**src/pc_pkg.sv**
```systemverilog
// polygon centroid package: widths, codes and the controller/datapath interface types
// no dependencies
`timescale 1ns / 1ps
`default_nettype none

package pc_pkg;

	localparam int CW      = 16;          // coordinate and origin width
	localparam int CNT_W   = 11;          // vertex count width
	localparam int PROD_W  = 2 * CW + 2;  // 17 x 17 signed product
	localparam int CROSS_W = 44;
	localparam int WSUM_W  = 62;
	localparam int DEN_W   = CROSS_W + 2; // three times the cross sum
	localparam int DNUM_W  = WSUM_W + 1;  // rounded divider numerator

	localparam logic REG_ORIGIN_X = 1'b0;
	localparam logic REG_ORIGIN_Y = 1'b1;

	typedef enum logic [1:0] {
		ST_OK        = 2'd0,
		ST_ZERO_AREA = 2'd1,
		ST_OVERFLOW  = 2'd2
	} status_t;

	// multiply sequence of one edge
	typedef enum logic [2:0] {
		MS_P_XY   = 3'd0,
		MS_P_YX   = 3'd1,
		MS_CROSS  = 3'd2,
		MS_WX_LO  = 3'd3,
		MS_WX_HI  = 3'd4,
		MS_WY_LO  = 3'd5,
		MS_WY_HI  = 3'd6,
		MS_WY_ACC = 3'd7
	} mstep_t;

	typedef struct packed {
		logic   take;
		logic   load_vertex;
		logic   load_closing;
		logic   mul_en;
		mstep_t mul_step;
		logic   den_load;
		logic   div_start;
		logic   div_sel_y;
		logic   cap_x;
		logic   cap_y;
		logic   result_load;
	} pc_cmd_t;

	typedef struct packed {
		logic last;
		logic count_zero;
		logic full;
		logic overflowed;
		logic count_ge3;
		logic cross_zero;
		logic div_done;
		logic out_free;
	} pc_stat_t;

endpackage

`default_nettype wire

```
**src/pc_div.sv**
```systemverilog
// bit-serial restoring divider with round-to-nearest, ties away from zero
// depends on pc_pkg
`timescale 1ns / 1ps
`default_nettype none

module pc_div
	import pc_pkg::*;
(
	input  wire logic                     clk,
	input  wire logic                     arst_n,
	input  wire logic                     start,
	input  wire logic signed [WSUM_W-1:0] num,
	input  wire logic signed [DEN_W-1:0]  den,
	output logic                          done,
	output logic [DNUM_W-1:0]             quot,
	output logic                          neg
);

	localparam int DCNT_W = $clog2(DNUM_W);

	typedef enum logic [1:0] {D_IDLE, D_PREP, D_RUN} dstate_t;

	dstate_t             st_q;
	logic [WSUM_W-1:0]   mn_q;
	logic [DEN_W-1:0]    md_q;
	logic                neg_q;
	logic [DNUM_W-1:0]   nq_q;
	logic [DEN_W:0]      dv_q;
	logic [DEN_W:0]      r_q;
	logic [DCNT_W-1:0]   cnt_q;
	logic                done_q;

	logic [DEN_W+1:0]    r2;
	logic [DEN_W+1:0]    rdiff;
	logic                ge;
	logic [DEN_W:0]      r_nxt;

	always_comb begin
		r2    = {r_q, nq_q[DNUM_W-1]};
		rdiff = r2 - {1'b0, dv_q};
		ge    = (r2 >= {1'b0, dv_q});
		r_nxt = ge ? rdiff[DEN_W:0] : r2[DEN_W:0];
	end

	always_ff @(posedge clk or negedge arst_n) begin
		if (!arst_n) begin
			st_q   <= D_IDLE;
			cnt_q  <= '0;
			done_q <= 1'b0;
		end else begin
			done_q <= 1'b0;
			case (st_q)
				D_IDLE: begin
					if (start) begin
						mn_q  <= num[WSUM_W-1] ? WSUM_W'(-num) : WSUM_W'(num);
						md_q  <= den[DEN_W-1] ? DEN_W'(-den) : DEN_W'(den);
						neg_q <= num[WSUM_W-1] ^ den[DEN_W-1];
						st_q  <= D_PREP;
					end
				end
				D_PREP: begin
					nq_q  <= {mn_q, 1'b0} + DNUM_W'(md_q);
					dv_q  <= {md_q, 1'b0};
					r_q   <= '0;
					cnt_q <= DCNT_W'(DNUM_W - 1);
					st_q  <= D_RUN;
				end
				D_RUN: begin
					r_q  <= r_nxt;
					nq_q <= {nq_q[DNUM_W-2:0], ge};
					if (cnt_q == '0) begin
						st_q   <= D_IDLE;
						done_q <= 1'b1;
					end else begin
						cnt_q <= cnt_q - 1'b1;
					end
				end
				default: st_q <= D_IDLE;
			endcase
		end
	end

	assign done = done_q;
	assign quot = nq_q;
	assign neg  = neg_q;

endmodule

`default_nettype wire

```
**src/pc_dp.sv**
```systemverilog
// polygon centroid datapath: vertex registers, shared multiplier, shoelace sums,
// result formatting and output register; depends on pc_pkg and pc_div
`timescale 1ns / 1ps
`default_nettype none

module pc_dp
	import pc_pkg::*;
#(
	parameter int MAX_VERTICES = 1024,
	parameter int COORD_WIDTH  = 16
) (
	input  wire logic                 clk,
	input  wire logic                 arst_n,
	input  wire logic                 cfg_we,
	input  wire logic                 cfg_index,
	input  wire logic [CW-1:0]        cfg_data,
	input  wire logic signed [CW-1:0] vertex_x,
	input  wire logic signed [CW-1:0] vertex_y,
	input  wire logic                 last_vertex,
	input  wire logic                 centroid_stall,
	output logic                      centroid_valid,
	output logic signed [CW-1:0]      centroid_x,
	output logic signed [CW-1:0]      centroid_y,
	output logic [1:0]                status,
	output logic [CNT_W-1:0]          vertices_seen,
	input  wire pc_cmd_t              cmd,
	output pc_stat_t                  stat
);

	localparam int SH = CW - COORD_WIDTH;

	logic signed [CW-1:0]      ox_q, oy_q;
	logic signed [CW-1:0]      vx_q, vy_q;
	logic                      last_q;
	logic signed [CW-1:0]      fx_q, fy_q, px_q, py_q;
	logic signed [CW-1:0]      ex0_q, ey0_q, ex1_q, ey1_q;
	logic [CNT_W-1:0]          count_q;
	logic                      ovf_q;
	logic signed [CW:0]        sx_q, sy_q;
	logic signed [2*CW-1:0]    c_q;
	logic signed [PROD_W-1:0]  prod_q;
	logic signed [CROSS_W-1:0] cross_q;
	logic signed [WSUM_W-1:0]  wx_q, wy_q;
	logic signed [DEN_W-1:0]   den_q;
	logic signed [CW+1:0]      qx_q, qy_q;

	logic                      out_valid_q;
	logic signed [CW-1:0]      out_x_q, out_y_q;
	status_t                   out_st_q;
	logic [CNT_W-1:0]          out_cnt_q;

	logic signed [CW-1:0]      vx_sh, vy_sh, vx_ext, vy_ext;
	logic signed [CW:0]        ma, mb;
	logic signed [2*CW-1:0]    c_new;
	logic                      full, cross_zero, count_ge3, out_free;
	logic                      div_done, div_neg;
	logic [DNUM_W-1:0]         div_quot;
	logic signed [CW+1:0]      q_clamp;
	logic signed [CW+1:0]      cx_sel, cy_sel;
	status_t                   st_sel;

	function automatic logic signed [CW+1:0] half_round(input logic signed [CW:0] s);
		logic [CW:0]   m;
		logic [CW+1:0] t;
		logic [CW:0]   h;
		m = s[CW] ? (CW+1)'(-s) : (CW+1)'(s);
		t = {1'b0, m} + (CW+2)'(1);
		h = t[CW+1:1];
		return s[CW] ? -$signed({1'b0, h}) : $signed({1'b0, h});
	endfunction

	function automatic logic signed [CW-1:0] sat16(input logic signed [CW+2:0] v);
		logic signed [CW+2:0] hi;
		logic signed [CW+2:0] lo;
		hi = (CW+3)'(2 ** (CW - 1) - 1);
		lo = -(CW+3)'(2 ** (CW - 1));
		if (v > hi) return hi[CW-1:0];
		if (v < lo) return lo[CW-1:0];
		return v[CW-1:0];
	endfunction

	always_comb begin
		vx_sh  = vertex_x << SH;
		vy_sh  = vertex_y << SH;
		vx_ext = vx_sh >>> SH;
		vy_ext = vy_sh >>> SH;
	end

	assign full       = (count_q >= CNT_W'(MAX_VERTICES));
	assign cross_zero = (cross_q == '0);
	assign count_ge3  = (count_q >= CNT_W'(3));
	assign out_free   = !out_valid_q || !centroid_stall;
	assign c_new      = c_q - prod_q[2*CW-1:0];

	always_comb begin
		stat.last       = last_q;
		stat.count_zero = (count_q == '0);
		stat.full       = full;
		stat.overflowed = ovf_q;
		stat.count_ge3  = count_ge3;
		stat.cross_zero = cross_zero;
		stat.div_done   = div_done;
		stat.out_free   = out_free;
	end

	// shared multiplier operands
	always_comb begin
		case (cmd.mul_step)
			MS_P_XY: begin
				ma = {ex0_q[CW-1], ex0_q};
				mb = {ey1_q[CW-1], ey1_q};
			end
			MS_P_YX: begin
				ma = {ex1_q[CW-1], ex1_q};
				mb = {ey0_q[CW-1], ey0_q};
			end
			MS_WX_LO: begin
				ma = sx_q;
				mb = {1'b0, c_q[CW-1:0]};
			end
			MS_WX_HI: begin
				ma = sx_q;
				mb = {c_q[2*CW-1], c_q[2*CW-1:CW]};
			end
			MS_WY_LO: begin
				ma = sy_q;
				mb = {1'b0, c_q[CW-1:0]};
			end
			MS_WY_HI: begin
				ma = sy_q;
				mb = {c_q[2*CW-1], c_q[2*CW-1:CW]};
			end
			default: begin
				ma = {ex0_q[CW-1], ex0_q};
				mb = {ey1_q[CW-1], ey1_q};
			end
		endcase
	end

	always_ff @(posedge clk) begin
		if (cmd.take) begin
			vx_q   <= vx_ext;
			vy_q   <= vy_ext;
			last_q <= last_vertex;
		end
		if (cmd.load_vertex && !full) begin
			ex0_q <= px_q;
			ey0_q <= py_q;
			ex1_q <= vx_q;
			ey1_q <= vy_q;
		end
		if (cmd.load_closing) begin
			ex0_q <= px_q;
			ey0_q <= py_q;
			ex1_q <= fx_q;
			ey1_q <= fy_q;
		end
		if (cmd.mul_en) begin
			prod_q <= PROD_W'(ma * mb);
			case (cmd.mul_step)
				MS_P_XY: begin
					sx_q <= {ex0_q[CW-1], ex0_q} + {ex1_q[CW-1], ex1_q};
					sy_q <= {ey0_q[CW-1], ey0_q} + {ey1_q[CW-1], ey1_q};
				end
				MS_P_YX:  c_q <= prod_q[2*CW-1:0];
				MS_CROSS: c_q <= c_new;
				default: ;
			endcase
		end
		if (cmd.den_load) begin
			den_q <= {{2{cross_q[CROSS_W-1]}}, cross_q}
				+ {cross_q[CROSS_W-1], cross_q, 1'b0};
		end
		if (cmd.cap_x) qx_q <= q_clamp;
		if (cmd.cap_y) qy_q <= q_clamp;
	end

	always_ff @(posedge clk or negedge arst_n) begin
		if (!arst_n) begin
			ox_q    <= '0;
			oy_q    <= '0;
			fx_q    <= '0;
			fy_q    <= '0;
			px_q    <= '0;
			py_q    <= '0;
			count_q <= '0;
			ovf_q   <= 1'b0;
			cross_q <= '0;
			wx_q    <= '0;
			wy_q    <= '0;
		end else begin
			if (cfg_we) begin
				case (cfg_index)
					REG_ORIGIN_X: ox_q <= cfg_data;
					REG_ORIGIN_Y: oy_q <= cfg_data;
					default: ;
				endcase
			end
			if (cmd.load_vertex) begin
				if (full) begin
					ovf_q <= 1'b1;
				end else begin
					if (count_q == '0) begin
						fx_q <= vx_q;
						fy_q <= vy_q;
					end
					px_q    <= vx_q;
					py_q    <= vy_q;
					count_q <= count_q + 1'b1;
				end
			end
			if (cmd.mul_en) begin
				case (cmd.mul_step)
					MS_CROSS: cross_q <= cross_q + {{(CROSS_W-2*CW){c_new[2*CW-1]}}, c_new};
					MS_WX_HI: wx_q <= wx_q + {{(WSUM_W-PROD_W){prod_q[PROD_W-1]}}, prod_q};
					MS_WY_LO: wx_q <= wx_q
						+ {{(WSUM_W-PROD_W-CW){prod_q[PROD_W-1]}}, prod_q, {CW{1'b0}}};
					MS_WY_HI: wy_q <= wy_q + {{(WSUM_W-PROD_W){prod_q[PROD_W-1]}}, prod_q};
					MS_WY_ACC: wy_q <= wy_q
						+ {{(WSUM_W-PROD_W-CW){prod_q[PROD_W-1]}}, prod_q, {CW{1'b0}}};
					default: ;
				endcase
			end
			if (cmd.result_load) begin
				fx_q    <= '0;
				fy_q    <= '0;
				px_q    <= '0;
				py_q    <= '0;
				count_q <= '0;
				ovf_q   <= 1'b0;
				cross_q <= '0;
				wx_q    <= '0;
				wy_q    <= '0;
			end
		end
	end

	pc_div u_div (
		.clk    (clk),
		.arst_n (arst_n),
		.start  (cmd.div_start),
		.num    (cmd.div_sel_y ? wy_q : wx_q),
		.den    (den_q),
		.done   (div_done),
		.quot   (div_quot),
		.neg    (div_neg)
	);

	// quotient clamped well past the output range
	always_comb begin
		logic [CW:0] m;
		m = (|div_quot[DNUM_W-1:CW+1]) ? '1 : div_quot[CW:0];
		q_clamp = div_neg ? -$signed({1'b0, m}) : $signed({1'b0, m});
	end

	always_comb begin
		cx_sel = '0;
		cy_sel = '0;
		st_sel = ST_OK;
		if (ovf_q) begin
			st_sel = ST_OVERFLOW;
		end else if (count_q == CNT_W'(2)) begin
			cx_sel = half_round({fx_q[CW-1], fx_q} + {px_q[CW-1], px_q});
			cy_sel = half_round({fy_q[CW-1], fy_q} + {py_q[CW-1], py_q});
		end else if (count_ge3) begin
			if (cross_zero) begin
				st_sel = ST_ZERO_AREA;
			end else begin
				cx_sel = qx_q;
				cy_sel = qy_q;
			end
		end
	end

	always_ff @(posedge clk) begin
		if (cmd.result_load) begin
			out_x_q   <= sat16({cx_sel[CW+1], cx_sel} + {{3{ox_q[CW-1]}}, ox_q});
			out_y_q   <= sat16({cy_sel[CW+1], cy_sel} + {{3{oy_q[CW-1]}}, oy_q});
			out_st_q  <= st_sel;
			out_cnt_q <= count_q;
		end
	end

	always_ff @(posedge clk or negedge arst_n) begin
		if (!arst_n) begin
			out_valid_q <= 1'b0;
		end else if (cmd.result_load) begin
			out_valid_q <= 1'b1;
		end else if (!centroid_stall) begin
			out_valid_q <= 1'b0;
		end
	end

	assign centroid_valid = out_valid_q;
	assign centroid_x     = out_x_q;
	assign centroid_y     = out_y_q;
	assign status         = out_st_q;
	assign vertices_seen  = out_cnt_q;

endmodule

`default_nettype wire

```
**src/pc_ctrl.sv**
```systemverilog
// polygon centroid controller: per-vertex edge sequence, closing edge, divides, result
// depends on pc_pkg
`timescale 1ns / 1ps
`default_nettype none

module pc_ctrl
	import pc_pkg::*;
(
	input  wire logic     clk,
	input  wire logic     arst_n,
	input  wire logic     vertex_valid,
	input  wire pc_stat_t stat,
	output pc_cmd_t       cmd,
	output logic          vertex_stall
);

	typedef enum logic [3:0] {
		S_IDLE,
		S_LOAD,
		S_MUL,
		S_CHECK,
		S_AREA,
		S_DSTX,
		S_DIVX,
		S_DIVY,
		S_RESULT
	} state_t;

	state_t state_q;
	mstep_t step_q;
	logic   closing_q;

	always_comb begin
		cmd          = '0;
		cmd.mul_step = step_q;
		case (state_q)
			S_IDLE:  cmd.take = vertex_valid;
			S_LOAD:  cmd.load_vertex = 1'b1;
			S_MUL:   cmd.mul_en = 1'b1;
			S_CHECK: cmd.load_closing = stat.last && !stat.overflowed && stat.count_ge3;
			S_AREA:  cmd.den_load = !stat.cross_zero;
			S_DSTX:  cmd.div_start = 1'b1;
			S_DIVX: begin
				if (stat.div_done) begin
					cmd.cap_x     = 1'b1;
					cmd.div_start = 1'b1;
					cmd.div_sel_y = 1'b1;
				end
			end
			S_DIVY:   cmd.cap_y = stat.div_done;
			S_RESULT: cmd.result_load = stat.out_free;
			default: ;
		endcase
	end

	always_ff @(posedge clk or negedge arst_n) begin
		if (!arst_n) begin
			state_q   <= S_IDLE;
			step_q    <= MS_P_XY;
			closing_q <= 1'b0;
		end else begin
			case (state_q)
				S_IDLE: begin
					if (vertex_valid) state_q <= S_LOAD;
				end
				S_LOAD: begin
					if (!stat.full && !stat.count_zero) begin
						state_q   <= S_MUL;
						step_q    <= MS_P_XY;
						closing_q <= 1'b0;
					end else begin
						state_q <= S_CHECK;
					end
				end
				S_MUL: begin
					if (step_q == MS_WY_ACC) begin
						state_q <= closing_q ? S_AREA : S_CHECK;
					end else begin
						step_q <= mstep_t'(step_q + 1'b1);
					end
				end
				S_CHECK: begin
					if (!stat.last) begin
						state_q <= S_IDLE;
					end else if (stat.overflowed || !stat.count_ge3) begin
						state_q <= S_RESULT;
					end else begin
						state_q   <= S_MUL;
						step_q    <= MS_P_XY;
						closing_q <= 1'b1;
					end
				end
				S_AREA:  state_q <= stat.cross_zero ? S_RESULT : S_DSTX;
				S_DSTX:  state_q <= S_DIVX;
				S_DIVX: begin
					if (stat.div_done) state_q <= S_DIVY;
				end
				S_DIVY: begin
					if (stat.div_done) state_q <= S_RESULT;
				end
				S_RESULT: begin
					if (stat.out_free) state_q <= S_IDLE;
				end
				default: state_q <= S_IDLE;
			endcase
		end
	end

	assign vertex_stall = (state_q != S_IDLE);

endmodule

`default_nettype wire

```
**src/polygon_centroid.sv**
```systemverilog
// polygon centroid top level: controller and datapath
// depends on pc_pkg, pc_ctrl, pc_dp
`timescale 1ns / 1ps
`default_nettype none

// Shoelace centroid of a polygon sent one vertex per transfer, signed Q8.8 relative to
// the origin registers, last_vertex on the final one. One vertex is taken at a time:
// the first vertex of a polygon, and any vertex past MAX_VERTICES, skips the edge sequence,
// and every other one runs it on the single shared 17x17 multiplier
// (two cross products, four partial products of the weighted sums). The final vertex of
// a polygon with three or more vertices adds the closing edge and, for a nonzero area, two
// bit-serial divides before the result load; a polygon of one or two vertices, a zero area
// or too many vertices loads the result with no divides. The result waits in an output
// register and the next vertex is taken while it is still stalled.

module polygon_centroid
	import pc_pkg::*;
#(
	parameter int MAX_VERTICES = 1024,
	parameter int COORD_WIDTH  = 16
) (
	input  wire logic                 clk,
	input  wire logic                 arst_n,
	input  wire logic                 cfg_we,
	input  wire logic                 cfg_index,
	input  wire logic [CW-1:0]        cfg_data,
	input  wire logic                 vertex_valid,
	output logic                      vertex_stall,
	input  wire logic signed [CW-1:0] vertex_x,
	input  wire logic signed [CW-1:0] vertex_y,
	input  wire logic                 last_vertex,
	output logic                      centroid_valid,
	input  wire logic                 centroid_stall,
	output logic signed [CW-1:0]      centroid_x,
	output logic signed [CW-1:0]      centroid_y,
	output logic [1:0]                status,
	output logic [CNT_W-1:0]          vertices_seen
);

	pc_cmd_t  cmd;
	pc_stat_t stat;

	pc_ctrl u_ctrl (
		.clk          (clk),
		.arst_n       (arst_n),
		.vertex_valid (vertex_valid),
		.stat         (stat),
		.cmd          (cmd),
		.vertex_stall (vertex_stall)
	);

	pc_dp #(
		.MAX_VERTICES (MAX_VERTICES),
		.COORD_WIDTH  (COORD_WIDTH)
	) u_dp (
		.clk            (clk),
		.arst_n         (arst_n),
		.cfg_we         (cfg_we),
		.cfg_index      (cfg_index),
		.cfg_data       (cfg_data),
		.vertex_x       (vertex_x),
		.vertex_y       (vertex_y),
		.last_vertex    (last_vertex),
		.centroid_stall (centroid_stall),
		.centroid_valid (centroid_valid),
		.centroid_x     (centroid_x),
		.centroid_y     (centroid_y),
		.status         (status),
		.vertices_seen  (vertices_seen),
		.cmd            (cmd),
		.stat           (stat)
	);

endmodule

`default_nettype wire

```
**config.mk**
```make
export PLATFORM = sky130hd
export DESIGN_NAME = polygon_centroid
export DESIGN_NICKNAME = d
export VERILOG_FILES = /design/src/pc_pkg.sv /design/src/pc_div.sv /design/src/pc_dp.sv /design/src/pc_ctrl.sv /design/src/polygon_centroid.sv
export SDC_FILE = /design/constraint.sdc
export NUM_CORES = 2
export LEC_CHECK = 0
export BUFFER_PORTS_ARGS = -buffer_cell sky130_fd_sc_hd__buf_4
export CORE_UTILIZATION = 41
export CTS_BUF_LIST = sky130_fd_sc_hd__clkbuf_8
export DETAILED_ROUTE_END_ITERATION = 12
export PLACE_DENSITY_LB_ADDON = 0.25
export RECOVER_POWER = 25
export SETUP_SLACK_MARGIN = 0.4
export SLEW_MARGIN = 30
export SYNTH_ARGS = -nofsm -noshare
export SYNTH_HDL_FRONTEND = slang
export SYNTH_SLANG_ARGS = --single-unit
```
**constraint.sdc**
```tcl
create_clock -name clk -period 12.07 [get_ports clk]
set_input_delay 1.8105 -clock clk [delete_from_list [all_inputs] [get_ports clk]]
set_output_delay 1.8105 -clock clk [all_outputs]
set_load 0.02 [all_outputs]
```
* Word-level counts from Yosys, hierarchy flattened
Index checks and enable logic that the tools add are counted.
Word-level totals: output and inout port bits 47, input bits 55, logic and storage cells 291, register bits 883
Cells by class: mux-type cells 120, $add $sub $neg 27, reduce and logical (&&, ||, !) cells 56, $mul 1, equal/unequal tests 32, bitwise operators 3, $lt $le $gt $ge 7
Operator list (count):
- $mux W16 | 30
- $mux W62 | 5
- $add A62 B62 Y62 | 4
- $pmux W62 S2 | 2
- $mux W18 | 11
- $mux W44 | 3
- $pmux W63 S2 | 1
- $pmux W17 S3 | 2
- $pmux W47 S2 | 1
- $add A16 B16 Y17 | 4
- $pmux W32 S2 | 1
- $add A63 B46 Y63 | 1
- $neg A62 Y62 | 1
- $mux W61 | 1
- $neg A17 Y18 | 3
- $mux W17 | 3
- $ge A48 B47 Y1 | 1
- $mux W47 | 1
- $sub A47 B47 Y47 | 1
- $add A44 B45 Y46 | 1
- $neg A46 Y46 | 1
- $reduce_or A46 Y1 | 1
- $mux W45 | 1
- $add A44 B44 Y44 | 1
- 55 further kinds | 165

* Longest topological paths before layout
word-level depth 16, depth in mapped cells 37, gate-level depth less buffers 34

* Hierarchy
From an unflattened synthesis, not the netlist that was laid out.
Second synthesis, totals: cell total of the unflattened synthesis 8437, area total of the unflattened synthesis 77369.2 sq um
Modules (own cells, without submodules):
- pc_dp | area an instance 59001.6 sq um, cells each 6576, instances 1, sequential area each 16661.0 sq um
- pc_div | area an instance 17695.7 sq um, cells each 1781, instances 1, sequential area each 8182.8 sq um
- pc_ctrl | area an instance 671.9 sq um, cells each 80, instances 1, sequential area each 200.2 sq um

* Worst setup path after synthesis
Ideal clock, no wire load.
path kind flip-flop to flip-flop, start register u_ctrl.step_q[1], end register u_dp.prod_q[32] (data pin), path slack 3.521 ns, cell stages (with the launch flop) 35, data required time 11.812 ns, buffers on the path 3, setup time 0.258 ns, clock period less this slack 8.549 ns, data arrival time 8.292 ns, cell sequence dfrtp_1 -> inv_1 -> ha_1 -> clkbuf_1 -> nand2_1 -> nand2_1 -> clkbuf_1 -> a222oi_1 -> a21oi_1 -> clkbuf_1 -> nand2_1 -> fa_1 -> inv_1 -> fa_1 -> inv_1 -> fa_1 -> inv_1 -> fa_1 -> inv_1 -> fa_1 -> inv_1 -> fa_1 -> ha_1 -> a21oi_1 -> nand2_1 -> nand2_1 -> o21ai_1 -> o41a_1 -> a41oi_1 -> a21oi_1 -> a41o_1 -> or4b_1 -> a31o_2 -> a21oi_1 -> xnor2_1
On the way: cells in the longest elaborated chain, start to end 4, elaborated cells on any way between the ends 12, those cells by class 1 x mul; 5 x eq/ne; 2 x mux; 4 x reduce/logical
Ends and longest elaborated chain:
- from (decl) | line pc_ctrl.sv:30 | mstep_t step_q;
- from (signal assigned) | line pc_ctrl.sv:79 | step_q <= mstep_t'(step_q + 1'b1);
- $eq A3 B3 Y1 / $eq A3 B2 Y1 (equally long branches) | line pc_dp.sv:108 | case (cmd.mul_step)
- $reduce_or A2 Y1 (no source line)
- $pmux W17 S3 | line pc_dp.sv:108
- $mul A17 B17 Y34 (*) | line pc_dp.sv:159 | prod_q <= PROD_W'(ma * mb);
- to (signal assigned) | line pc_dp.sv:159
- to (decl) | line pc_dp.sv:41 | logic signed [PROD_W-1:0] prod_q;
Mark *: on every way between the ends. The rest lies on a longest branch, timed or not. A chain may end at the register's enable or synchronous reset.

* Worst setup path in the final report
start register u_ctrl.step_q[2], end register u_dp.prod_q[32] (data pin)
The elaborated chain is that of the path after synthesis.

==> results.json <==
{
  "hold_viol_final": 0,
  "reg2reg_slack_ps": 2600,
  "synth_ff_type": "edfxtp_1",
  "final_common_cell": "nand2_1",
  "cts_buffer_depth": 3,
  "powerDensity_mw_per_mm2": 94.81,
  "start_util": 0.4143,
  "skew_ps": 56.36,
  "r2r_cells": 28,
  "hold_end": "u_dp.u_div.dv_q[24]",
  "synth_edf_count": 589,
  "drtIter0Drc": 5118,
  "critPathSlowestCell": "o21ai_1",
  "drive_gt1_frac": 0.07581,
  "violations": "capacitance limit, slew limit",
  "end_kind": "flop",
  "drv_cap": 11,
  "reg2reg_to": "u_dp.prod_q[32]",
  "ys_seq_elements": 883,
  "gp_congestion": 0.9492,
  "setup_tns_ps": 0,
  "cts-root-buf": "clkbuf_8",
  "worstMarginPinSlew_ps": 4342,
  "critPathMaxStageDelay_ps": 890,
  "cp_common_cell": "fa_1",
  "overflow": 0,
  "clkSlewWorstSetupHoldPaths_ps": 60,
  "status": "finished, violations left",
  "rsz0062_at_grt": "no",
  "cts_buffers": 166,
  "die_area_mm2": 0.1849,
  "hold_start": "u_dp.u_div.md_q[23]",
  "fmax_mhz": 105.6,
  "leakage_uw": 0.03474,
  "dp_hpwl_um": 173600,
  "wl_um": 225000,
  "grt_util_all_layers": 0.2405,
  "clk_latency_ps": 960,
  "cp.required_ps": 12750,
  "finalSetupViolations": 0,
  "postCtsSetupBuffers": 0,
  "worstPathArrival_ps": 10150,
  "holdPathStages": 0,
  "cp_top_family": "compound AO/OA/AOI/OAI gates",
  "antenna_found_initial": 8,
  "grt_pass1_wl_um": 347000,
  "min_period_ps": 9467,
  "via_per_inst": 5.709,
  "post_cts_resized": 0,
  "clock_sinks": 883,
  "cts_tree": "yes",
  "async_reset_ff_frac": 0.3330,
  "cp_max_fo": 29,
  "final_cell_area_mm2": 0.08210,
  "htreeDepth": 4,
  "vias": 61060,
  "max_slew_margin": -1.895,
  "synth_seq_area_share": 0.3334,
  "die_x_um": 430.0,
  "drc": 0,
  "io-pin-count": 102,
  "core-area_mm2": 0.1813,
  "nNetsFinal": 9172,
  "reg2reg_from": "u_ctrl.step_q[2]",
  "syn_inst": 8089,
  "synth.avg_cell_area_um2": 9.287,
  "syn-cell-area_mm2": 0.07512,
  "start_kind": "flop",
  "area_growth_pct": 9.287,
  "io_buffers": 101,
  "rows": 156,
  "grt_pass1_vias": 58990,
  "fin_crit_sh": 0.7843,
  "syn_nets": 9079,
  "placedInstanceArea_mm2": 0.07859,
  "vdd_drop_max_uv": 88.60,
  "ctsHoldBuffers": 0,
  "grt_max_degree": 83,
  "hold_path.class": "flop to flop",
  "cp_num_buf_inv": 3,
  "synth_cell_types": 112,
  "layout_common_cells": "nand2_1 (924), inv_1 (635), ha_1 (623)",
  "synth_warnings": 0,
  "drtAntennaViolNets": 0,
  "wl_per_cell_um": 21.04,
  "crit_type": "flop to flop",
  "die_y_um": 430.0,
  "drv_slew": 519,
  "first_pass_iters": 6
}
cell families after synthesis:
group | count (synthesis) | synth area share
muxes | 172 | 0.02450
AOI/OAI and AO/OA | 2219 | 0.1893
buffers and inverters | 861 | 0.04367
DFF | 883 | 0.3334
adders and majority gates | 935 | 0.1868
and+or+nand+nor | 2358 | 0.1445
xor gates and xnor gates | 661 | 0.07780
registers in the layout, summed over array words and instances (netlist names), 17 cells and up:
register	cells
u_dp.den_q	46
u_dp.u_div.mn_q	62
u_dp.cross_q	44
u_dp.u_div.r_q	47
u_dp.prod_q	34
u_dp.sx_q	17
u_dp.qy_q	18
u_dp.wx_q	62
u_dp.sy_q	17
u_dp.c_q	32
u_dp.qx_q	18
u_dp.u_div.md_q	46
u_dp.u_div.dv_q	46
u_dp.wy_q	62
u_dp.u_div.quot	63
synthesized netlist by cell type (22+ instances only):
master    number  area (µm²)
xnor2_1      408        3573
a21oi_1      611        3058
mux2_2        95        1070
dfrtp_1      294        7357
nand3_1      150       750.7
nand2b_1      79       494.2
and3_1        60       375.4
edfxtp_1     589       17690
o31ai_1       64       480.5
a211oi_1      58       435.4
nor2b_1       67       419.2
or3_1         54       337.8
nor4_1        37       231.5
a221oi_1      22       192.7
o21ai_1       36       180.2
o211ai_1      37       277.8
ha_1         624        7807
o21ai_0      546        2733
or4_1         25       187.7
o21bai_1      86       645.6
nand2_1      927        3480
and2_1        55       344.1
a21boi_0      23       172.7
or2_2         30       187.7
inv_1        596        2237
nand4_1       72       450.4
xor2_1       248        2172
fa_1         311        6226
a31oi_1       55       344.1
nor2_1       572        2147
clkbuf_1     222       833.3
a21o_1       286        2147
o21a_1        94       705.7
nor3_1       154       770.7
mux2i_1       77       770.7
worst max path at each step:
stage / from / endpoint / slack (ps) / cells past startpoint
6_report: u_ctrl.step_q[2] / u_dp.prod_q[32] / 2600 / 28
5_1_grt: u_ctrl.step_q[2] / u_dp.prod_q[32] / 2130 / 29
4_1_cts: u_ctrl.step_q[2] / u_dp.prod_q[32] / 2320 / 32
3_5_place_dp: u_ctrl.step_q[2] / u_dp.prod_q[32] / 2340 / 32
3_3_place_gp: u_ctrl.step_q[2] / u_dp.prod_q[32] / 2370 / 32
2_1_floorplan: u_ctrl.step_q[1] / u_dp.prod_q[32] / 3520 / 34
routing by layer:
layer	wire [µm]	up-vias	global-route usage
li1	-	29200	-
met1	100100	29690	0.3291
met2	103000	1762	0.3821
met3	13290	395	0.03727
met4	8558	4	0.09110
met5	27	-	0
worst reg2reg max path: cells and delay by family (launching register included):
kind	cells	cell delay, ps
xor+xnor	1	100
fa+ha+maj	7	3090
simple gates	6	2140
flops	1	490
compound gates	11	3140
buf+inv	3	280
through the flow:
step                cells  worst slack (ps)  hold WS [ps]  power (µW)  utilization
finish              10690              2603         492.1        7783       0.4528
global route        10690              2132         511.6        8140       0.4528
CTS                 10690              2321         502.2        7861       0.4529
detailed placement  10380              2342         476.5        4637       0.4334
global placement    10380              2369         469.6        4619       0.4333
floorplan            8089              3521         423.1        4392            -
final cells by class:
type	count	area, µm²
Antenna cell	1	2.502
Clock buffer	175	2409
Clock inverter	134	1137
Fill cell	17400	99230
Inverter	598	2250
Multi-Input combinational cell	6345	46910
Sequential cell	883	25040
Tap cell	2370	2965
Timing Repair Buffer	188	1385
where the power goes:
part | switching (µW) | internal [µW] | leakage [µW]
Clock | 1460 | 1730 | 0.00195
Sequential | 78.9 | 3400 | 0.00850
Combinational | 622 | 487 | 0.0243
No activity file was read; power rests on OpenSTA's default activity.
